File: src/hw/rtl/ira_pkg.sv
// Shared types, constants and helpers for the integer to radix ASCII converter.
// No dependencies.
package ira_pkg;

   localparam int NUMBER_WIDTH = 64;
   localparam int VALUE_WIDTH  = 64;
   localparam int RADIX_WIDTH  = 6;
   localparam int CHAR_WIDTH   = 7;
   localparam int DIGIT_WIDTH  = 6;
   localparam int STORE_DEPTH  = NUMBER_WIDTH;
   localparam int INDEX_WIDTH  = $clog2(STORE_DEPTH);
   localparam int COUNT_WIDTH  = INDEX_WIDTH + 1;
   localparam int BIT_WIDTH    = $clog2(NUMBER_WIDTH);

   localparam logic [RADIX_WIDTH-1:0] MIN_BASE    = RADIX_WIDTH'(2);
   localparam logic [RADIX_WIDTH-1:0] MAX_BASE    = RADIX_WIDTH'(35);
   localparam logic [RADIX_WIDTH-1:0] BINARY_BASE = RADIX_WIDTH'(2);

   localparam logic [CHAR_WIDTH-1:0] ASCII_ZERO  = CHAR_WIDTH'(8'h30);
   localparam logic [CHAR_WIDTH-1:0] ASCII_UPPER = CHAR_WIDTH'(8'h41);
   localparam logic [CHAR_WIDTH-1:0] ASCII_MINUS = CHAR_WIDTH'(8'h2D);
   localparam logic [CHAR_WIDTH-1:0] ASCII_NONE  = CHAR_WIDTH'(0);
   localparam logic [DIGIT_WIDTH-1:0] DECIMAL_DIGITS = DIGIT_WIDTH'(10);

   typedef enum logic [3:0] {
      ST_IDLE,
      ST_LOAD,
      ST_MINUS,
      ST_DIV,
      ST_DIGIT,
      ST_READ,
      ST_SEND
   } state_type;

   typedef enum logic [2:0] {
      EMIT_NONE,
      EMIT_ZERO,
      EMIT_BAD,
      EMIT_MINUS,
      EMIT_DIGIT
   } emit_type;

   typedef struct packed {
      logic     load;
      logic     start_digit;
      logic     div_step;
      logic     read;
      emit_type emit;
   } cmd_type;

   typedef struct packed {
      logic zero_case;
      logic bad_case;
      logic negative;
      logic quot_zero;
      logic bit_done;
      logic count_zero;
   } status_type;

   // Map a digit value to 0-9 then A-Z; values past the alphabet give '0'.
   function automatic logic [CHAR_WIDTH-1:0] digit_to_ascii(input logic [DIGIT_WIDTH-1:0] d);
      logic [CHAR_WIDTH-1:0] c;
      if (d < DECIMAL_DIGITS) begin
         c = ASCII_ZERO + CHAR_WIDTH'(d);
      end else if (d <= DIGIT_WIDTH'(MAX_BASE)) begin
         c = ASCII_UPPER + CHAR_WIDTH'(d - DECIMAL_DIGITS);
      end else begin
         c = ASCII_ZERO;
      end
      return c;
   endfunction

endpackage

File: src/hw/rtl/integer_to_radix_ascii.sv
// Zero or a bad base gives a single result item after the operand capture; otherwise each
// digit is formed by the bit-serial divider, then the characters are sent out of the
// digit store, after a minus sign for a negative value.
// One item at a time: busy is high from acceptance until the last character is issued.
// Reset (synchronous, active high) returns the sequencer to idle and clears the strobe;
// the receiver cannot stall, each result stands on the rsp_ ports for one cycle.
module integer_to_radix_ascii (
   input  logic                                   clock,
   input  logic                                   reset,
   input  logic                                   start,
   output logic                                   busy,
   input  logic [ira_pkg::RADIX_WIDTH-1:0]        req_radix,
   input  logic signed [ira_pkg::VALUE_WIDTH-1:0] req_value,
   output logic                                   rsp_valid,
   output logic [ira_pkg::CHAR_WIDTH-1:0]         rsp_character,
   output logic                                   rsp_last,
   output logic                                   rsp_bad_radix
);
   import ira_pkg::*;

   cmd_type    cmd;
   status_type status;

   ira_ctrl u_ctrl (
      .clock  (clock),
      .reset  (reset),
      .start  (start),
      .busy   (busy),
      .status (status),
      .cmd    (cmd)
   );

   ira_dp u_dp (
      .clock         (clock),
      .reset         (reset),
      .cmd           (cmd),
      .status        (status),
      .req_radix     (req_radix),
      .req_value     (req_value),
      .rsp_valid     (rsp_valid),
      .rsp_character (rsp_character),
      .rsp_last      (rsp_last),
      .rsp_bad_radix (rsp_bad_radix)
   );

endmodule

File: src/hw/rtl/ira_ctrl.sv
// Sequencer for the radix converter: special cases, division loop, digit readout.
// Depends on ira_pkg.
module ira_ctrl (
   input  logic               clock,
   input  logic               reset,
   input  logic               start,
   output logic               busy,
   input  ira_pkg::status_type status,
   output ira_pkg::cmd_type    cmd
);
   import ira_pkg::*;

   state_type state_ff, state_in;

   always_ff @(posedge clock) begin
      if (reset) begin
         state_ff <= ST_IDLE;
      end else begin
         state_ff <= state_in;
      end
   end

   always_comb begin
      state_in        = state_ff;
      cmd.load        = 1'b0;
      cmd.start_digit = 1'b0;
      cmd.div_step    = 1'b0;
      cmd.read        = 1'b0;
      cmd.emit        = EMIT_NONE;
      busy            = (state_ff != ST_IDLE);
      unique case (state_ff)
         ST_IDLE: begin
            if (start) begin
               cmd.load = 1'b1;
               state_in = ST_LOAD;
            end
         end
         ST_LOAD: begin
            if (status.zero_case) begin
               cmd.emit = EMIT_ZERO;
               state_in = ST_IDLE;
            end else if (status.bad_case) begin
               cmd.emit = EMIT_BAD;
               state_in = ST_IDLE;
            end else if (status.negative) begin
               state_in = ST_MINUS;
            end else begin
               cmd.start_digit = 1'b1;
               state_in        = ST_DIV;
            end
         end
         ST_MINUS: begin
            cmd.emit        = EMIT_MINUS;
            cmd.start_digit = 1'b1;
            state_in        = ST_DIV;
         end
         ST_DIV: begin
            cmd.div_step = 1'b1;
            if (status.bit_done) begin
               state_in = ST_DIGIT;
            end
         end
         ST_DIGIT: begin
            if (status.quot_zero) begin
               state_in = ST_READ;
            end else begin
               cmd.start_digit = 1'b1;
               state_in        = ST_DIV;
            end
         end
         ST_READ: begin
            cmd.read = 1'b1;
            state_in = ST_SEND;
         end
         ST_SEND: begin
            cmd.emit = EMIT_DIGIT;
            state_in = status.count_zero ? ST_IDLE : ST_READ;
         end
         default: begin
            state_in = ST_IDLE;
         end
      endcase
   end

endmodule

File: src/hw/rtl/ira_dp.sv
// Datapath: operand capture, bit-serial restoring divider, digit store, result register.
// Depends on ira_pkg.
module ira_dp (
   input  logic                                  clock,
   input  logic                                  reset,
   input  ira_pkg::cmd_type                      cmd,
   output ira_pkg::status_type                   status,
   input  logic [ira_pkg::RADIX_WIDTH-1:0]       req_radix,
   input  logic signed [ira_pkg::VALUE_WIDTH-1:0] req_value,
   output logic                                  rsp_valid,
   output logic [ira_pkg::CHAR_WIDTH-1:0]        rsp_character,
   output logic                                  rsp_last,
   output logic                                  rsp_bad_radix
);
   import ira_pkg::*;

   logic [RADIX_WIDTH-1:0]  radix_ff;
   logic [NUMBER_WIDTH-1:0] mag_ff;
   logic [DIGIT_WIDTH-1:0]  rem_ff, rem_in;
   logic [BIT_WIDTH-1:0]    bit_ff;
   logic [COUNT_WIDTH-1:0]  count_ff;
   logic                    zero_ff, bad_ff, neg_ff;
   logic [DIGIT_WIDTH-1:0]  rd_ff;
   logic [DIGIT_WIDTH-1:0]  store [STORE_DEPTH];

   logic                    valid_ff;
   logic [CHAR_WIDTH-1:0]   char_ff;
   logic                    last_ff, badr_ff;

   logic [NUMBER_WIDTH-1:0] val_low;
   logic                    val_neg;
   logic [DIGIT_WIDTH:0]    shifted;
   logic                    qbit;
   logic [COUNT_WIDTH-1:0]  count_dec;

   assign val_low   = req_value[NUMBER_WIDTH-1:0];
   assign val_neg   = val_low[NUMBER_WIDTH-1] && (req_radix != BINARY_BASE);
   assign shifted   = {rem_ff, mag_ff[NUMBER_WIDTH-1]};
   assign qbit      = (shifted >= (DIGIT_WIDTH+1)'(radix_ff));
   assign rem_in    = qbit ? DIGIT_WIDTH'(shifted - (DIGIT_WIDTH+1)'(radix_ff))
                           : DIGIT_WIDTH'(shifted);
   assign count_dec = count_ff - COUNT_WIDTH'(1);

   // operand capture and divider
   always_ff @(posedge clock) begin
      if (cmd.load) begin
         radix_ff <= req_radix;
         mag_ff   <= val_neg ? (NUMBER_WIDTH'(0) - val_low) : val_low;
         neg_ff   <= val_neg;
         zero_ff  <= (val_low == '0) || (req_radix == '0);
         bad_ff   <= (req_radix < MIN_BASE) || (req_radix > MAX_BASE);
      end else if (cmd.div_step) begin
         mag_ff <= {mag_ff[NUMBER_WIDTH-2:0], qbit};
      end
      if (cmd.start_digit) begin
         rem_ff <= '0;
         bit_ff <= BIT_WIDTH'(NUMBER_WIDTH - 1);
      end else if (cmd.div_step) begin
         rem_ff <= rem_in;
         bit_ff <= bit_ff - BIT_WIDTH'(1);
      end
   end

   always_ff @(posedge clock) begin
      if (reset) begin
         count_ff <= '0;
      end else if (cmd.load) begin
         count_ff <= '0;
      end else if (cmd.div_step && (bit_ff == '0)) begin
         count_ff <= count_ff + COUNT_WIDTH'(1);
      end else if (cmd.read) begin
         count_ff <= count_dec;
      end
   end

   // digit store, least significant digit at index zero
   always_ff @(posedge clock) begin
      if (cmd.div_step && (bit_ff == '0)) begin
         store[count_ff[INDEX_WIDTH-1:0]] <= rem_in;
      end
      if (cmd.read) begin
         rd_ff <= store[count_dec[INDEX_WIDTH-1:0]];
      end
   end

   // result register, one strobe cycle per item
   always_ff @(posedge clock) begin
      if (reset) begin
         valid_ff <= 1'b0;
      end else begin
         valid_ff <= (cmd.emit != EMIT_NONE);
      end
      case (cmd.emit)
         EMIT_ZERO: begin
            char_ff <= ASCII_ZERO;
            last_ff <= 1'b1;
            badr_ff <= 1'b0;
         end
         EMIT_BAD: begin
            char_ff <= ASCII_NONE;
            last_ff <= 1'b1;
            badr_ff <= 1'b1;
         end
         EMIT_MINUS: begin
            char_ff <= ASCII_MINUS;
            last_ff <= 1'b0;
            badr_ff <= 1'b0;
         end
         EMIT_DIGIT: begin
            char_ff <= digit_to_ascii(rd_ff);
            last_ff <= (count_ff == '0);
            badr_ff <= 1'b0;
         end
         default: begin
         end
      endcase
   end

   assign status.zero_case  = zero_ff;
   assign status.bad_case   = bad_ff;
   assign status.negative   = neg_ff;
   assign status.quot_zero  = (mag_ff == '0);
   assign status.bit_done   = (bit_ff == '0);
   assign status.count_zero = (count_ff == '0);

   assign rsp_valid     = valid_ff;
   assign rsp_character = char_ff;
   assign rsp_last      = last_ff;
   assign rsp_bad_radix = badr_ff;

endmodule

File: config.mk
export PLATFORM = sky130hd
export DESIGN_NAME = integer_to_radix_ascii
export DESIGN_NICKNAME = d
export VERILOG_FILES = /design/src/hw/rtl/ira_pkg.sv /design/src/hw/rtl/integer_to_radix_ascii.sv /design/src/hw/rtl/ira_ctrl.sv /design/src/hw/rtl/ira_dp.sv
export SDC_FILE = /design/constraint.sdc
export NUM_CORES = 1
export LEC_CHECK = 0
export BUFFER_PORTS_ARGS = -buffer_cell sky130_fd_sc_hd__buf_2
export CAP_MARGIN = 20
export CORE_MARGIN = 5
export CORE_UTILIZATION = 62
export DETAILED_ROUTE_END_ITERATION = 12
export MAX_ROUTING_LAYER = met4
export PLACE_DENSITY = 0.8
export RECOVER_POWER = 100
export SLEW_MARGIN = 20
export SYNTH_ARGS = -nofsm -noshare
export SYNTH_HDL_FRONTEND = slang
export SYNTH_SLANG_ARGS = --single-unit
export TNS_END_PERCENT = 10
File: constraint.sdc
create_clock -name clock -period 4.9 [get_ports clock]
set_input_delay 0.735 -clock clock [delete_from_list [all_inputs] [get_ports clock]]
set_output_delay 0.735 -clock clock [all_outputs]
set_load 0.02 [all_outputs]
==> results_dict.tcl <==
set metrics [dict create \
    yosysMostFrequentCell "edfxtp_1" \
    finalSetupViolations 0 \
    cts_buffers 49 \
    setup_tns_ns 0 \
    die_w_um 198 \
    reg2reg_from "u_dp.radix_ff[1]" \
    drt_iter0_drc 1698 \
    antenna_found_initial 0 \
    clockPowerShare_pct 35.0 \
    start_util_pct 63.1 \
    hold_path.class "in -> reg" \
    finalHoldViolations 0 \
    required_ns 5.18 \
    maxCapViolCount 3 \
    synth_seq_cells 495 \
    syn-num-nets 1622 \
    htree_levels 2 \
    place.gp.congestion 0.945 \
    synth_ff_type "edfxtp_1" \
    wl_per_cell_um 24.8 \
    crit_chain "clkbuf_1, nor4_1, nand3_1, nor3_1, a31oi_1, xnor2_1, o21ai_0" \
    crit_path_end_kind "flip-flop" \
    netlist-cell-type-count 63 \
    crit_arrival_ns 4.08 \
    antenna_cells 0 \
    criticalPathCategory "in -> reg" \
    ys_seq_area_share_pct 66.8 \
    drv_slew 105 \
    synthTopCellsByArea "edfxtp_1 (65%), mux4_2 (9.9%), nand2_1 (3.4%), xnor2_1 (2.1%), dfxtp_1 (2.1%)" \
    rsz0062_at_grt "false" \
    switching_share_pct 25.9 \
    clock_path_buffers 3 \
    place_area_sq_um 22800 \
    vias 14000 \
    dieHeight_um 198 \
    grt_overflow 0 \
    syn-cell-area_sq_um 21900 \
    yosys-top-cells-count "edfxtp_1 (472), nand2_1 (200), nor2_1 (112)" \
    grt_use_total_pct 27.5 \
    yosysTopAreaCellShare_pct 64.7 \
    critical_path.top_delay_family "simple AND/OR/NAND/NOR gates" \
    areaGrowthSynthToFinish_pct 11.4 \
    final_antenna_net_count 0 \
    power.leakage_uw 0.00800 \
    cp_slowest_cell "nor3_1" \
    syn_area_per_cell_sq_um 14.3 \
    core-area_sq_um 34700 \
    vias_per_cell 6.64 \
    intPower_uw 7810 \
    fillers 2201 \
    worst_slew_pin_slew_ns 1.98 \
    ctsHoldBuffers 0 \
    seqPwrFrac_pct 52.2 \
    row_count 68 \
    grt_pass1_wl_um 80000 \
    cts.sinks 495 \
    fin_skew_ns 0.0214 \
    fp.dieArea_sq_um 39200 \
    violations "capacitance limit, slew limit" \
    design_area_sq_um 24400 \
    p_sw_uw 2730 \
    finalCritPeriodShare_pct 77.7 \
    timing.critical_path.from "req_value[12]" \
    grt_max_degree 128 \
    critPathBufInv 1 \
    setup.worst_path.start_class "input port" \
    yosys_warnings 0 \
    pin_count 84 \
    outcome "finished, violations left" \
    root_buffer "clkbuf_16" \
    postSynthCellCount 1532 \
    drc 0 \
    final_nets 1697 \
    dr.pass1.iters 5 \
    wl_um 52200 \
    clk_latency_ns 0.60 \
    postCtsResizedCells 0 \
    pwr-share-comb_pct 12.7 \
    maxSlewHeadroom_pct -33.2 \
    async_flop_share_pct 0 \
    clk_pin_slew_ns 0.06 \
    slowest_delay_ns 1.59 \
    post_cts_buffers 0 \
    fmax_mhz 263 \
    p_total_uw 10500 \
    path_max_fanout 15 \
    synth_top_area_cell "edfxtp_1" \
    port_buffers 83 \
    grt_pass1_vias 13700 \
    drive_gt1_share_pct 16.7 \
    min_period_ns 3.81 \
    synth_edf_count 472 \
    hp-start "req_radix[4]" \
    vdd_drop_max_mv 0.471 \
    dp_hpwl_um 32500 \
    cts_tree "done" \
    power_density_nw_per_um2 432 \
]
power by group through the flow:
stage | clock network, uW | registers [uW] | logic (uW)
CTS | 3730 | 5510 | 1330
global placement | 0 | 5590 | 1220
detailed placement | 0 | 5590 | 1330
global route | 3910 | 5520 | 1470
finish | 3700 | 5510 | 1340
floorplan | 0 | 5590 | 730
worst paths after layout:
kind,cells past startpoint,slack (ns),endpoint
min reg2reg,2,0.50,u_dp.rem_ff[2]
max reg2reg,9,1.14,u_dp.store[30][3]
max,7,1.09,u_dp.mag_ff[52]
min,1,0.39,u_dp.radix_ff[4]
metrics by stage:
stage | hold WS (ns) | std cells | utilization [%] | setup slack, ns
floorplan | 0.449 | 1532 | - | 0.505
detailed placement | 0.486 | 2010 | 65.8 | 1.39
CTS | 0.331 | 2102 | 70.4 | 1.71
finish | 0.389 | 2103 | 70.3 | 1.09
global route | 0.405 | 2103 | 70.3 | 0.729
global placement | 0.475 | 2009 | 65.7 | 1.52
cell families (layout without fill, tap and decap cells):
family                     after synthesis  in the layout  synth area share [%]
and+or+nand+nor                        522            522                  11.1
muxes                                  110            110                  10.5
DFF                                    495            495                  66.8
xor gates and xnor gates                76             76                  3.04
buffers and inverters                  113            229                  2.05
AOI/OAI and AO/OA                      199            199                  5.44
adders and majority gates               17             17                  1.01
layer usage:
metal | part of all wire (%) | up-vias | track usage (%)
met4 | 3.7 | 0 | 9.56
met3 | 11 | 162 | 5.73
li1 | - | 6062 | -
met2 | 48 | 905 | 42.6
met1 | 37 | 6844 | 37.0
met5 | 0 | - | -
flip-flops by register name, summed over array words and instances (netlist names), 3 cells and up:
| name | count |
|---|---|
| u_ctrl.state_ff | 3 |
| u_dp.bit_ff | 6 |
| u_dp.count_ff | 7 |
| u_dp.mag_ff | 64 |
| u_dp.radix_ff | 6 |
| u_dp.rd_ff | 6 |
| u_dp.rem_ff | 6 |
| u_dp.rsp_character | 7 |
| u_dp.store | 384 |
final cells by class:
class	count	area (sq um)	area share [%]
clock buffers	59	1260	5.18
flip-flops and latches	495	14600	60.0
repair buffers	106	619	2.54
clock inverters	33	323	1.32
inverters	31	116	0.477
well taps	455	569	2.33
multi-input cells	924	6880	28.2
placed cells by master (no fill, tap or decap), drive strengths merged, types with 4 or more instances in the layout:
| cell type | Yosys | layout |
|---|---|---|
| nor2 | 112 | 112 |
| ha | 16 | 16 |
| o22ai | 5 | 5 |
| clkbuf | 69 | 80 |
| a32oi | 7 | 7 |
| a41oi | 4 | 4 |
| mux4 | 96 | 96 |
| or4 | 9 | 9 |
| mux2i | 9 | 9 |
| dfxtp | 23 | 23 |
| edfxtp | 472 | 472 |
| clkinv | 0 | 25 |
| nor3 | 43 | 43 |
| a21oi | 40 | 40 |
| buf | 13 | 85 |
| or3 | 15 | 15 |
| nand4 | 25 | 25 |
| bufinv | 0 | 4 |
| a31oi | 20 | 20 |
| inv | 31 | 33 |
| nor2b | 5 | 5 |
| mux2 | 5 | 5 |
| nand3 | 57 | 57 |
| xor2 | 23 | 23 |
| nor4 | 31 | 31 |
| o31ai | 7 | 7 |
| nand2 | 200 | 200 |
| o21ai | 88 | 88 |
| a21o | 4 | 4 |
| xnor2 | 53 | 53 |
| nand2b | 8 | 8 |
| o41ai | 4 | 4 |
Power figures use the tool's default switching activity.
